$ cat src/rtl/core/dts_pkg.sv
// Shared types, constants and the suffix decoder for the duration text parser.
package dts_pkg;

    localparam int DEFAULT_RESULT_BITS = 31;
    localparam int SECONDS_W = 31;
    localparam int WEIGHT_W = 17;

    localparam logic [1:0] STATUS_OK    = 2'd0;
    localparam logic [1:0] STATUS_PARSE = 2'd1;
    localparam logic [1:0] STATUS_RANGE = 2'd2;

    localparam logic [1:0] SLOT_DAY    = 2'd0;
    localparam logic [1:0] SLOT_HOUR   = 2'd1;
    localparam logic [1:0] SLOT_MINUTE = 2'd2;
    localparam logic [1:0] SLOT_SECOND = 2'd3;

    localparam logic [WEIGHT_W-1:0] DAY_SECONDS    = 17'd86400;
    localparam logic [WEIGHT_W-1:0] HOUR_SECONDS   = 17'd3600;
    localparam logic [WEIGHT_W-1:0] MINUTE_SECONDS = 17'd60;
    localparam logic [WEIGHT_W-1:0] SECOND_SECONDS = 17'd1;

    typedef struct packed {
        logic [7:0] character;
        logic       end_of_text;
    } text_beat_t;

    typedef struct packed {
        logic [SECONDS_W-1:0] seconds;
        logic [1:0]           status;
    } result_beat_t;

    typedef struct packed {
        logic       valid;
        logic [1:0] slot;
    } suffix_t;

    function automatic suffix_t decode_suffix(input logic [7:0] c);
        suffix_t s;
        s.valid = 1'b1;
        s.slot  = SLOT_DAY;
        case (c)
            "d", "D": s.slot = SLOT_DAY;
            "h", "H": s.slot = SLOT_HOUR;
            "m", "M": s.slot = SLOT_MINUTE;
            "s", "S": s.slot = SLOT_SECOND;
            default:  s.valid = 1'b0;
        endcase
        return s;
    endfunction

endpackage

$ cat src/rtl/core/duration_text_to_seconds.sv
// Top level of the duration text parser: input register, per-character logic, result register.
//
// The block takes one character beat per cycle and answers each end-of-text beat with one
// result beat giving the total seconds and a status. An end beat waits in the input register
// until the output is free and its result is then registered in the result register.
// Throughput is one beat per cycle, set by the times-ten-plus-digit update of the run value;
// the weighted value of a finished run is added to the total during the following beat. The
// input stalls only while an end beat waits for a result beat that has not yet been taken.
module duration_text_to_seconds #(
    parameter int RESULT_BITS = dts_pkg::DEFAULT_RESULT_BITS
) (
    input  logic                 clk,
    input  logic                 rst_n,
    input  logic                 text_valid,
    output logic                 text_ready,
    input  dts_pkg::text_beat_t  text,
    output logic                 result_valid,
    input  logic                 result_ready,
    output dts_pkg::result_beat_t result
);
    import dts_pkg::*;

    localparam int RB = RESULT_BITS;
    localparam int NUM_W = RB + 4;
    localparam int PROD_W = RB + WEIGHT_W;
    localparam logic [63:0] LIMIT64 = (64'd1 << RESULT_BITS) - 64'd1;
    localparam logic [RB-1:0] DAY_MAX    = RB'(LIMIT64 / DAY_SECONDS);
    localparam logic [RB-1:0] HOUR_MAX   = RB'(LIMIT64 / HOUR_SECONDS);
    localparam logic [RB-1:0] MINUTE_MAX = RB'(LIMIT64 / MINUTE_SECONDS);
    localparam logic [RB-1:0] SECOND_MAX = RB'(LIMIT64 / SECOND_SECONDS);

    logic         in_valid_reg;
    text_beat_t   in_beat_reg;

    logic [RB-1:0] cur_reg, cur_next;
    logic          too_big_reg, too_big_next;
    logic          pending_reg, pending_next;
    logic [1:0]    slot_reg, slot_next;
    logic [RB-1:0] total_reg, total_next;
    logic [1:0]    error_reg, error_next;
    logic          add_valid_reg, add_valid_next;
    logic [RB-1:0] add_value_reg, add_value_next;
    logic          result_valid_reg, result_valid_next;
    result_beat_t  result_reg, result_next;

    logic                advance;
    logic [7:0]          c;
    logic                is_digit;
    logic [RB-1:0]       addend;
    logic [RB:0]         sum;
    logic                sum_over;
    logic [1:0]          error_eff;
    logic [RB-1:0]       total_eff;
    logic [NUM_W-1:0]    scaled;
    logic                scaled_over;
    suffix_t             suffix;
    logic [WEIGHT_W-1:0] weight;
    logic [RB-1:0]       weight_max;
    logic [PROD_W-1:0]   product;
    logic [1:0]          end_status;
    logic [RB-1:0]       end_total;

    assign advance = in_valid_reg
                     && (!in_beat_reg.end_of_text || !result_valid_reg || result_ready);
    assign text_ready = !in_valid_reg || advance;
    assign result_valid = result_valid_reg;
    assign result = result_reg;

    assign c = in_beat_reg.character;
    assign is_digit = (c >= "0") && (c <= "9");

    // A finished run waits one beat in the add register; otherwise the end beat adds the
    // unsuffixed run, which counts as seconds.
    assign addend = add_valid_reg ? add_value_reg : cur_reg;
    assign sum = {1'b0, total_reg} + {1'b0, addend};
    assign sum_over = sum[RB];
    assign error_eff = (add_valid_reg && sum_over) ? STATUS_RANGE : error_reg;
    assign total_eff = (add_valid_reg && !sum_over) ? sum[RB-1:0] : total_reg;

    assign scaled = ({4'b0, cur_reg} << 3) + ({4'b0, cur_reg} << 1) + NUM_W'(c[3:0]);
    assign scaled_over = |scaled[NUM_W-1:RB];

    assign suffix = decode_suffix(c);

    always_comb
    begin
        case (suffix.slot)
            SLOT_DAY:
            begin
                weight = DAY_SECONDS;
                weight_max = DAY_MAX;
            end
            SLOT_HOUR:
            begin
                weight = HOUR_SECONDS;
                weight_max = HOUR_MAX;
            end
            SLOT_MINUTE:
            begin
                weight = MINUTE_SECONDS;
                weight_max = MINUTE_MAX;
            end
            default:
            begin
                weight = SECOND_SECONDS;
                weight_max = SECOND_MAX;
            end
        endcase
    end

    assign product = {{WEIGHT_W{1'b0}}, cur_reg} * {{RB{1'b0}}, weight};

    always_comb
    begin
        end_status = error_eff;
        end_total = total_eff;
        if (error_eff == STATUS_OK && pending_reg)
        begin
            if (too_big_reg || sum_over)
            begin
                end_status = STATUS_RANGE;
            end
            else
            begin
                end_total = sum[RB-1:0];
            end
        end
    end

    always_comb
    begin
        cur_next = cur_reg;
        too_big_next = too_big_reg;
        pending_next = pending_reg;
        slot_next = slot_reg;
        total_next = total_reg;
        error_next = error_reg;
        add_valid_next = add_valid_reg;
        add_value_next = add_value_reg;
        result_valid_next = result_valid_reg && !result_ready;
        result_next = result_reg;
        if (advance)
        begin
            add_valid_next = 1'b0;
            error_next = error_eff;
            total_next = total_eff;
            if (in_beat_reg.end_of_text)
            begin
                result_valid_next = 1'b1;
                result_next.status = end_status;
                result_next.seconds = (end_status == STATUS_OK) ? SECONDS_W'(end_total) : '0;
                cur_next = '0;
                too_big_next = 1'b0;
                pending_next = 1'b0;
                slot_next = SLOT_DAY;
                total_next = '0;
                error_next = STATUS_OK;
            end
            else if (error_eff == STATUS_OK)
            begin
                if (is_digit)
                begin
                    pending_next = 1'b1;
                    if (!too_big_reg)
                    begin
                        if (scaled_over)
                        begin
                            too_big_next = 1'b1;
                        end
                        else
                        begin
                            cur_next = scaled[RB-1:0];
                        end
                    end
                end
                else if (!pending_reg)
                begin
                    error_next = STATUS_PARSE;
                end
                else
                begin
                    if (!suffix.valid || suffix.slot < slot_reg)
                    begin
                        error_next = STATUS_PARSE;
                    end
                    else
                    begin
                        slot_next = suffix.slot;
                        if (too_big_reg || cur_reg > weight_max)
                        begin
                            error_next = STATUS_RANGE;
                        end
                        else
                        begin
                            add_valid_next = 1'b1;
                            add_value_next = product[RB-1:0];
                        end
                    end
                    cur_next = '0;
                    too_big_next = 1'b0;
                    pending_next = 1'b0;
                end
            end
        end
    end

    always_ff @(posedge clk or negedge rst_n)
    begin
        if (!rst_n)
        begin
            in_valid_reg <= 1'b0;
            cur_reg <= '0;
            too_big_reg <= 1'b0;
            pending_reg <= 1'b0;
            slot_reg <= SLOT_DAY;
            total_reg <= '0;
            error_reg <= STATUS_OK;
            add_valid_reg <= 1'b0;
            result_valid_reg <= 1'b0;
        end
        else
        begin
            if (text_ready)
            begin
                in_valid_reg <= text_valid;
            end
            cur_reg <= cur_next;
            too_big_reg <= too_big_next;
            pending_reg <= pending_next;
            slot_reg <= slot_next;
            total_reg <= total_next;
            error_reg <= error_next;
            add_valid_reg <= add_valid_next;
            result_valid_reg <= result_valid_next;
        end
    end

    always_ff @(posedge clk)
    begin
        if (text_ready && text_valid)
        begin
            in_beat_reg <= text;
        end
        add_value_reg <= add_value_next;
        result_reg <= result_next;
    end

endmodule

$ cat config.mk
export PLATFORM = sky130hd
export DESIGN_NAME = duration_text_to_seconds
export DESIGN_NICKNAME = d
export VERILOG_FILES = /design/src/rtl/core/dts_pkg.sv /design/src/rtl/core/duration_text_to_seconds.sv
export SDC_FILE = /design/constraint.sdc
export NUM_CORES = 1
export LEC_CHECK = 0
export ABC_AREA = 0
export ABC_CLOCK_PERIOD_IN_PS = 19100
export BUFFER_PORTS_ARGS = -buffer_cell sky130_fd_sc_hd__buf_2
export CAP_MARGIN = 20
export CORE_UTILIZATION = 50
export DETAILED_ROUTE_END_ITERATION = 6
export HOLD_SLACK_MARGIN = 0.02
export PLACE_DENSITY_LB_ADDON = 0.08
export SLEW_MARGIN = 20
export SYNTH_ARGS = -nofsm -noshare
export SYNTH_HDL_FRONTEND = slang
export SYNTH_SLANG_ARGS = --single-unit
$ cat constraint.sdc
create_clock -name clk -period 19.1 [get_ports clk]
set_input_delay 0.955 -clock clk [delete_from_list [all_inputs] [get_ports clk]]
set_output_delay 0.955 -clock clk [all_outputs]
set_load 0.005 [all_outputs]
==> metrics, run 1 <==
status=finished, final reports clean; Root Driver=clkbuf_16; die height=201 um; PortBufs=47; WS Path Type=reg -> reg; post_cts resized=0; Flop pwr share=46.5%; CTS buffer count=17; power per cell area=34.0 nW/um^2; synth unique cells=81; NumNets Final=2603; Die W=201 um; internal power=551 uW; syn_area_per_cell=9.54 um^2; Clock Skew=0.0124 ns; Clk pwr share=48.3%; DR vias=14400; Starting Density=50.9%; CP peak stage delay=0.57 ns; Syn Std Cell Area=19800 um^2; number of synthesis warnings=0; GRT met1 Usage=33.7%; hold slack=0.463 ns; r2r endpoint=add_value_reg[28]; Post-synth ARST share=49.3%; CTS tree=yes; met3 GRT Util=4.43%; I/O Pins=48; Clock Latency Late Sink=0.45 ns; post-CTS setup buffer count=0; flop2flop setup slack=11.05 ns; GRT busiest layer=met2; Yosys top cell area share=21.6%; maximum capacitance violations=0; RSZ-0062 raised after global routing=false; hpwl dp=40.3 mm; DRC=0; cts hold-fix bufs=0; CP dominant cell by count=fa_1; area grow syn2layout=6.95%; clk buf depth=2; Logic pwr share=5.2%; Post-Syn Nets=2580; GR Overflow Total=0; cell family with most CP delay=adder cells; leading area contributor after synthesis=fa_1; pin count of the biggest net entering global routing=44; slowest CP cell=fa_1; synthesized instance count=2072; reg2reg path depth=26; Pre-antenna DRT Iters=7; Tightest Pin Transition=0.955 ns; Final Max Tran Viols=0; initial antenna violation count=2; Final Cycle Share=42.2%; final setup fails=0; Seq/Total Area, Yosys=20.1%; HP Class=in -> async; Worst Setup End Kind=register; H-tree depth=4; drt initial violations=707; row cnt=72; worst path bufs/invs=5; Die Area=40300 um^2; Clock transition at path regs=0.06 ns; minimum clock period=8.05 ns; Post-synth EDFFs=73; Final TNS setup=0 ns; worst vdd ir=0.0595 mV; wire per inst=19.0 um; final core occ=54.5%; Synth Flop Type=edfxtp_1; synthesized flop and latch total=144; share of cells above drive strength 1=7.69%; core area=38800 um^2; slew margin rel.=36.4%; Max FO, Critical Path=29; Max Fclk=124 MHz; GRT Total Usage=26.3%; Vias/cell=5.49; switching share of power=23.4%; Psw=168 uW; leakage dissipation=11.0 nW; crit start category=register; max reg flops=33; reg2reg start=c[3]; placer congestion estimate=0.905; clock sink count=144; count leader, synth=inv_1; DRT Wirelength=50.0 mm; top cells by area, synth=fa_1 (22%), ha_1 (18%), edfxtp_1 (11%), dfrtp_1 (9.0%), inv_1 (7.4%); Fin. Hold Viols=0; CP required=19.29 ns; vias in the first global route=15600; GRT met2 Usage=45.5%; first-pass GRT wire length=82.8 mm; FILL cells=3561; Final ANT Viol Nets=0; critical path arrival=8.25 ns; most frequent cells after synthesis=inv_1 (390), ha_1 (282), fa_1 (213)
-- metrics by stage --
stage,setup slack (ns),instances,total power [mW],area (um^2)
2_1_floorplan,11.60,2072,0.362,19800
3_3_place_gp,11.27,2594,0.378,20500
3_5_place_dp,11.10,2594,0.379,20500
4_1_cts,11.11,2626,0.727,21100
5_1_grt,10.48,2626,0.743,21100
6_report,11.05,2627,0.719,21100
-- power by group through the flow --
stage / clock (mW) / sequential, mW / combinational, mW
after CTS: 0.354 / 0.334 / 0.0383
final: 0.347 / 0.334 / 0.0374
after global routing: 0.366 / 0.335 / 0.0422
after global placement: 0 / 0.340 / 0.0376
after detailed placement: 0 / 0.341 / 0.0381
after floorplan: 0 / 0.340 / 0.0220
-- metal layers --
metal	part of all wire (%)	up-vias	wire length, um
met2	49	273	24400
met4	2.6	0	1290
met5	0	-	0
li1	-	6912	-
met1	44	7168	22100
met3	4.2	66	2120
-- area by class of cell --
type / instances / area [um^2] / area share, %
well taps: 518 / 648 / 3.07
diodes: 1 / 2.50 / 0.0118
clock inverters: 13 / 160 / 0.757
multi-input cells: 1474 / 14100 / 66.5
inverters: 390 / 1460 / 6.92
clock buffers: 19 / 443 / 2.09
repair buffers: 68 / 395 / 1.87
flip-flops and latches: 144 / 3970 / 18.8
-- how the worst max path moves through the flow --
| stage | slack, ns | cells after the start | startpoint | end |
|---|---|---|---|---|
| after CTS | 11.11 | 27 | c[3] | add_value_reg[27] |
| after global placement | 11.27 | 26 | c[3] | add_value_reg[29] |
| after detailed placement | 11.10 | 27 | c[3] | add_value_reg[27] |
| after floorplan | 11.60 | 26 | c[3] | add_value_reg[28] |
| after global routing | 10.48 | 26 | c[3] | add_value_reg[29] |
| final | 11.05 | 26 | c[3] | add_value_reg[28] |
-- layout by cell type (no fill, tap or decap), drive strengths merged, types with 17 or more instances in the layout --
cell type  synthesis  final
a21o              40     40
a21oi            113    113
a22o              62     62
and2              80     80
and3              17     17
buf               15     68
clkbuf            49     19
dfrtp             71     71
edfxtp            73     73
fa               213    213
ha               282    282
inv              390    393
mux2              30     30
nand2            176    176
nand3             20     20
nor2              63     63
nor3              24     24
o21a              18     18
o21ai             56     56
xnor2             84     84
xor2              41     41
-- cells by family after synthesis --
family	Yosys count	synth area share, %
AOI/OAI and AO/OA	379	13.2
xor gates and xnor gates	125	5.54
adders and majority gates	495	39.4
buffers and inverters	454	8.85
DFF	144	20.1
muxes	32	1.81
and+or+nand+nor	443	11.1
Power figures use the tool's default switching activity.
==> run 2, diff against run 1 <==
--- a/config.mk
+++ b/config.mk
@@ -6,7 +6,7 @@
 export NUM_CORES = 1
 export LEC_CHECK = 0
 export ABC_AREA = 0
-export ABC_CLOCK_PERIOD_IN_PS = 19100
+export ABC_CLOCK_PERIOD_IN_PS = 7750
 export BUFFER_PORTS_ARGS = -buffer_cell sky130_fd_sc_hd__buf_2
 export CAP_MARGIN = 20
 export CORE_UTILIZATION = 50
==> constraint.sdc (replaced) <==
create_clock -name clk -period 7.75 [get_ports clk]
set_input_delay 0.3875 -clock clk [delete_from_list [all_inputs] [get_ports clk]]
set_output_delay 0.3875 -clock clk [all_outputs]
set_load 0.005 [all_outputs]
==> run 2 against run 1 <==
Effect of this change: clock-buffer cell count increased by 2; critical path depth is 1 higher; non-clock buffer count is 19 higher; fmax rose by 10%; routed wire length increased by 0.72%; global-route usage up 0.13 points; total power increased by 150%.
==> metrics, run 2 (same netlist as run 1, synthesis figures left out) <==
Max Fclk=137 MHz (+10%); reg2reg path depth=27 (+3.8%); DRT Wirelength=50.3 mm (+0.72%); clk buf depth=2 (unchanged); HP Class=in -> reg; PortBufs=47 (unchanged); Clock Latency Late Sink=0.45 ns (about the same); hpwl dp=41.0 mm (+1.6%); die height=201 um (unchanged); power per cell area=83.0 nW/um^2 (+140%); final core occ=54.9% (+0.46 points); DR vias=14500 (+0.78%); GRT Total Usage=26.5% (+0.13 points); initial antenna violation count=1 (-1); wire per inst=19.0 um (about the same); Vias/cell=5.49 (about the same); most common cell after layout, fill and taps aside=inv_1; Final Max Tran Viols=0 (unchanged); first-pass GRT wire length=82.5 mm (-0.31%); post-place setup slack=-0.101 ns (-11.20 ns); slew margin rel.=31.8% (-4.6 points); share of cells above drive strength 1=8.79% (+1.1 points); CTS tree=yes; placer congestion estimate=0.908 (+0.27%); Fin. Hold Viols=0 (unchanged); RSZ-0062 raised after global routing=false; HP Start=text[0]; final worst setup slack=0.460 ns (-10.59 ns); Clock transition at path regs=0.06 ns (about the same); r2r endpoint=add_value_reg[28]; hold path depth=1; max reg flops=33 (unchanged); critical path arrival=7.49 ns (-0.76 ns); minimum clock period=7.29 ns (-0.765 ns); drt initial violations=676 (-4.4%); row cnt=72 (unchanged); worst vdd ir=0.105 mV (+76%); Clock Skew=0.00807 ns (-0.00435 ns); NumNets Final=2622 (+0.73%); commonest cells after routing, fill and taps aside=inv_1 (389), ha_1 (279), fa_1 (213); Die Area=40300 um^2 (unchanged); maximum capacitance violations=0 (unchanged); n_diodes=0 (-1); Worst Hold End=in_beat_reg[0]; flop2flop setup slack=0.46 ns (-10.59 ns); leakage dissipation=11.1 nW (+0.78%); reg2reg start=c[1]; pin count of the biggest net entering global routing=51 (+16%); Worst Setup End Kind=register; Final Cycle Share=94.1% (+52 points); Pre-antenna DRT Iters=5 (-2); final setup fails=0 (unchanged); core area=38800 um^2 (unchanged); clock sink count=144 (unchanged); area grow syn2layout=7.85%; FILL cells=3553 (-0.22%); CP required=7.95 ns (-11.34 ns); Die W=201 um (unchanged); Root Driver=clkbuf_16; Starting Density=50.9% (unchanged); WS Path Type=reg -> reg; DRC=0 (unchanged); Max FO, Critical Path=20 (-31%); CTS buffer count=17 (unchanged); GR Overflow Total=0 (unchanged); vias in the first global route=15300 (-2.0%); I/O Pins=48 (unchanged); status=finished, final reports clean; Final ANT Viol Nets=0 (unchanged); Tightest Pin Transition=1.02 ns (+0.0690 ns); crit start category=register; H-tree depth=4 (unchanged)
run 2: cell count changes in the layout (fill, tap and decap cells not counted), sizes merged:
cell,previous run,this run
bufinv,3,2
diode,1,0
buf,68,86
clkbuf,19,21
inv,393,394
clkinv,5,3
dlygate4sd3,0,1
run 2: worst max path at each step:
| stage | from | end | slack (ns) |
|---|---|---|---|
| floorplan | c[3] | add_value_reg[28] | 0.25 |
| global placement | c[3] | add_value_reg[28] | 0.07 |
| detailed placement | c[1] | add_value_reg[27] | -0.10 |
| CTS | c[1] | add_value_reg[28] | 0.02 |
| global route | c[1] | add_value_reg[27] | 0.05 |
| finish | c[1] | add_value_reg[28] | 0.46 |
run 2: where the power goes:
group / switching (mW) / internal (mW) / leakage, nW
logic: 0.0708 / 0.0305 / 9.19
clock network: 0.351 / 0.494 / 0.285
registers: 0.00786 / 0.815 / 1.67
run 2: worst max-delay path, stage by stage (launching register included):
cell	delay (ns)
edfxtp_1	0.44
nor2_1	0.21
nand3_1	0.10
o31ai_1	0.09
nand3b_1	0.23
buf_4	0.23
inv_1	0.11
ha_2	0.32
buf_4	0.28
and2_1	0.26
inv_1	0.09
fa_1	0.54
inv_1	0.05
fa_1	0.49
fa_1	0.50
fa_1	0.50
fa_1	0.50
inv_1	0.05
fa_1	0.47
inv_1	0.04
ha_1	0.33
and3_1	0.23
a211oi_2	0.23
buf_4	0.16
o21ai_0	0.08
a21oi_1	0.24
a21oi_1	0.12
xor2_1	0.15
run 2: cell type report:
type / count / area, um^2 / share of cell area [%]
timing repair buffer: 87 / 541 / 2.54
multi-input combinational: 1474 / 14100 / 66.2
clock inverter: 11 / 129 / 0.604
sequential: 144 / 3970 / 18.6
inverter: 390 / 1470 / 6.88
tap: 518 / 648 / 3.04
clock buffer: 21 / 460 / 2.16
run 2: per-layer routing:
layer  vias up  GRT usage [%]  wire length (um)
met2       278           43.7             23600
met4         2           10.5              1940
met5         -              0                12
li1       6961              -                 -
met1      7214           34.6             22700
met3        76           4.56              2080
run 2: metrics by stage:
| stage | instances | power, mW | hold WS [ns] | area [um^2] | setup TNS [ns] |
|---|---|---|---|---|---|
| 2_1_floorplan | 2072 | 0.892 | 0.0919 | 19800 | 0 |
| 3_3_place_gp | 2612 | 0.939 | 0.337 | 20700 | 0 |
| 3_5_place_dp | 2612 | 0.940 | 0.343 | 20700 | -0.302 |
| 4_1_cts | 2645 | 1.79 | 0.0940 | 21300 | 0 |
| 5_1_grt | 2645 | 1.83 | 0.0988 | 21300 | 0 |
| 6_report | 2645 | 1.77 | 0.115 | 21300 | 0 |
run 2: what timing repair did:
action | in CTS | in global routing
gates resized for setup | 2 | 12
buffers inserted | 0 | 0
hold buffers | 1 | 0
setup endpoints to repair | 4 | 8
pin swaps | 0 | 1
endpoints found under the hold margin | 21 | 0
==> run 3, diff against run 2 <==
--- a/config.mk
+++ b/config.mk
@@ -12,7 +12,7 @@
 export CORE_UTILIZATION = 50
 export DETAILED_ROUTE_END_ITERATION = 6
 export HOLD_SLACK_MARGIN = 0.02
-export PLACE_DENSITY_LB_ADDON = 0.08
+export PLACE_DENSITY = 0.65
 export SLEW_MARGIN = 20
 export SYNTH_ARGS = -nofsm -noshare
 export SYNTH_HDL_FRONTEND = slang
==> run 3 against run 2 <==
Effect of this change: sequential power barely moved; utilization increased by 0.087 points; global-route usage fell by 0.88 points; largest power group unchanged.
==> metrics, run 3 (same netlist as run 1, synthesis figures left out) <==
final core occ=55.0% (+0.087 points); NumNets Final=2626 (+0.15%); die height=201 um (unchanged); max reg flops=33 (unchanged); Starting Density=50.9% (unchanged); Worst Setup End Kind=register; GRT busiest layer=met2; Psw=433 uW (+0.77%); wire per inst=18.6 um (-2.0%); met3 GRT Util=4.25% (-0.31 points); Clk pwr share=47.9% (+0.2 points); Max Fclk=134 MHz (-2.1%); Vias/cell=5.51 (+0.22%); final worst setup slack=0.305 ns (-0.155 ns); DP Area=20700 um^2 (about the same); most common cell after layout, fill and taps aside=inv_1; status=finished, final reports clean; CP required=7.94 ns (about the same); Root Driver=clkbuf_16; Clock Skew=0.0152 ns (+0.00711 ns); commonest cells after routing, fill and taps aside=inv_1 (390), ha_1 (279), fa_1 (213); hpwl dp=40.4 mm (-1.3%); power per cell area=83.1 nW/um^2 (+0.14%); CTS buffer count=17 (unchanged); Max FO, Critical Path=10 (-50%); vias in the first global route=15300 (-0.046%); placer congestion estimate=0.926 (+2.0%); minimum clock period=7.44 ns (+0.155 ns); worst path bufs/invs=5 (-3); Clock transition at path regs=0.07 ns (about the same); Multi-input gate area=14100 um^2 (about the same); GRT met1 Usage=34.4% (-0.17 points); register area=3970 um^2 (unchanged); H-tree depth=4 (unchanged); GRT met2 Usage=42.2% (-1.5 points); area grow syn2layout=8.02%; leakage dissipation=11.2 nW (+0.20%); slowest CP cell=fa_1; final setup fails=0 (unchanged); PortBufs=47 (unchanged); clk buf depth=2 (unchanged); CP dominant cell by count=fa_1; first-pass GRT wire length=80.7 mm (-2.1%); Final Cycle Share=96.1% (+2.0 points); pin count of the biggest net entering global routing=50 (-2.0%); DRT Wirelength=49.4 mm (-1.8%); WS Path Type=reg -> reg; HP Class=in -> reg; core area=38800 um^2 (unchanged); maximum capacitance violations=0 (unchanged); Flop pwr share=46.4% (about the same); slew margin rel.=46.3% (+15 points); CTS tree=yes; Fin. Hold Viols=0 (unchanged); critical path arrival=7.64 ns (+0.15 ns); switching share of power=24.4% (+0.11 points); Logic pwr share=5.7% (about the same); worst vdd ir=0.110 mV (+4.8%); clock sink count=144 (unchanged); crit start category=register; Final ANT Viol Nets=0 (unchanged); initial antenna violation count=1 (unchanged); Cell Count, Final, Fillers Out=2650 (+0.19%); Tightest Pin Transition=0.806 ns (-0.218 ns); Final Max Tran Viols=0 (unchanged); cell family with most CP delay=adder cells; share of cells above drive strength 1=9.01% (+0.22 points); Die W=201 um (unchanged); FILL cells=3482 (-2.0%); Clock Latency Late Sink=0.44 ns (about the same); DRC=0 (unchanged); Design Area, Final=21400 um^2 (+0.16%); placed insts=2613 (+0.038%); CP peak stage delay=0.55 ns (about the same); DR vias=14600 (+0.41%); I/O Pins=48 (unchanged); Die Area=40300 um^2 (unchanged); Pre-antenna DRT Iters=5 (unchanged); GR Overflow Total=0 (unchanged); internal power=1.34 mW (+0.15%); GRT Total Usage=25.6% (-0.88 points); row cnt=72 (unchanged); drt initial violations=851 (+26%); post-place setup slack=-0.000848 ns (+0.100 ns)
run 3: final timing paths:
check	start	to	slack, ns	cells past startpoint
setup / recovery	c[1]	add_value_reg[28]	0.31	27
hold / removal	text[0]	in_beat_reg[0]	0.12	1
setup reg to reg	c[1]	add_value_reg[28]	0.31	27
hold reg to reg	slot_reg[0]	slot_reg[0]	0.49	1
max in group asynchronous	rst_n	cur_reg[4]	6.34	3
min in group asynchronous	rst_n	total_reg[21]	0.40	2
run 3: power groups by stage:
stage | registers [mW] | logic [mW] | clock network [mW]
floorplan | 0.838 | 0.0542 | 0
global placement | 0.838 | 0.0961 | 0
detailed placement | 0.839 | 0.0985 | 0
CTS | 0.824 | 0.0990 | 0.859
global route | 0.825 | 0.112 | 0.889
finish | 0.824 | 0.102 | 0.849
run 3: layout make-up:
| type | count | share of cell area (%) |
|---|---|---|
| multi-input cells | 1474 | 66.1 |
| flip-flops and latches | 144 | 18.6 |
| inverters | 390 | 6.86 |
| well taps | 518 | 3.04 |
| repair buffers | 91 | 2.67 |
| clock buffers | 21 | 2.16 |
| clock inverters | 11 | 0.615 |
| diodes | 1 | 0.0117 |
run 3: repair_timing:
item	CTS	global route
setup endpoints to repair	0	8
buffers inserted	0	3
resized for setup	0	10
hold buffers	1	0
hold endpoints to repair	22	0
run 3: metrics by stage:
stage	hold WS [ns]	total power, mW	setup TNS [ns]
2_1_floorplan	0.0919	0.892	0
3_3_place_gp	0.306	0.935	0
3_5_place_dp	0.312	0.938	-0.000848
4_1_cts	0.110	1.78	0
5_1_grt	0.107	1.83	-0.0729
6_report	0.122	1.77	0
run 3: metal layers:
layer,up-vias,wire length (um)
met5,-,0
met4,0,1380
met3,57,2430
met2,326,23200
met1,7253,22400
li1,6955,-
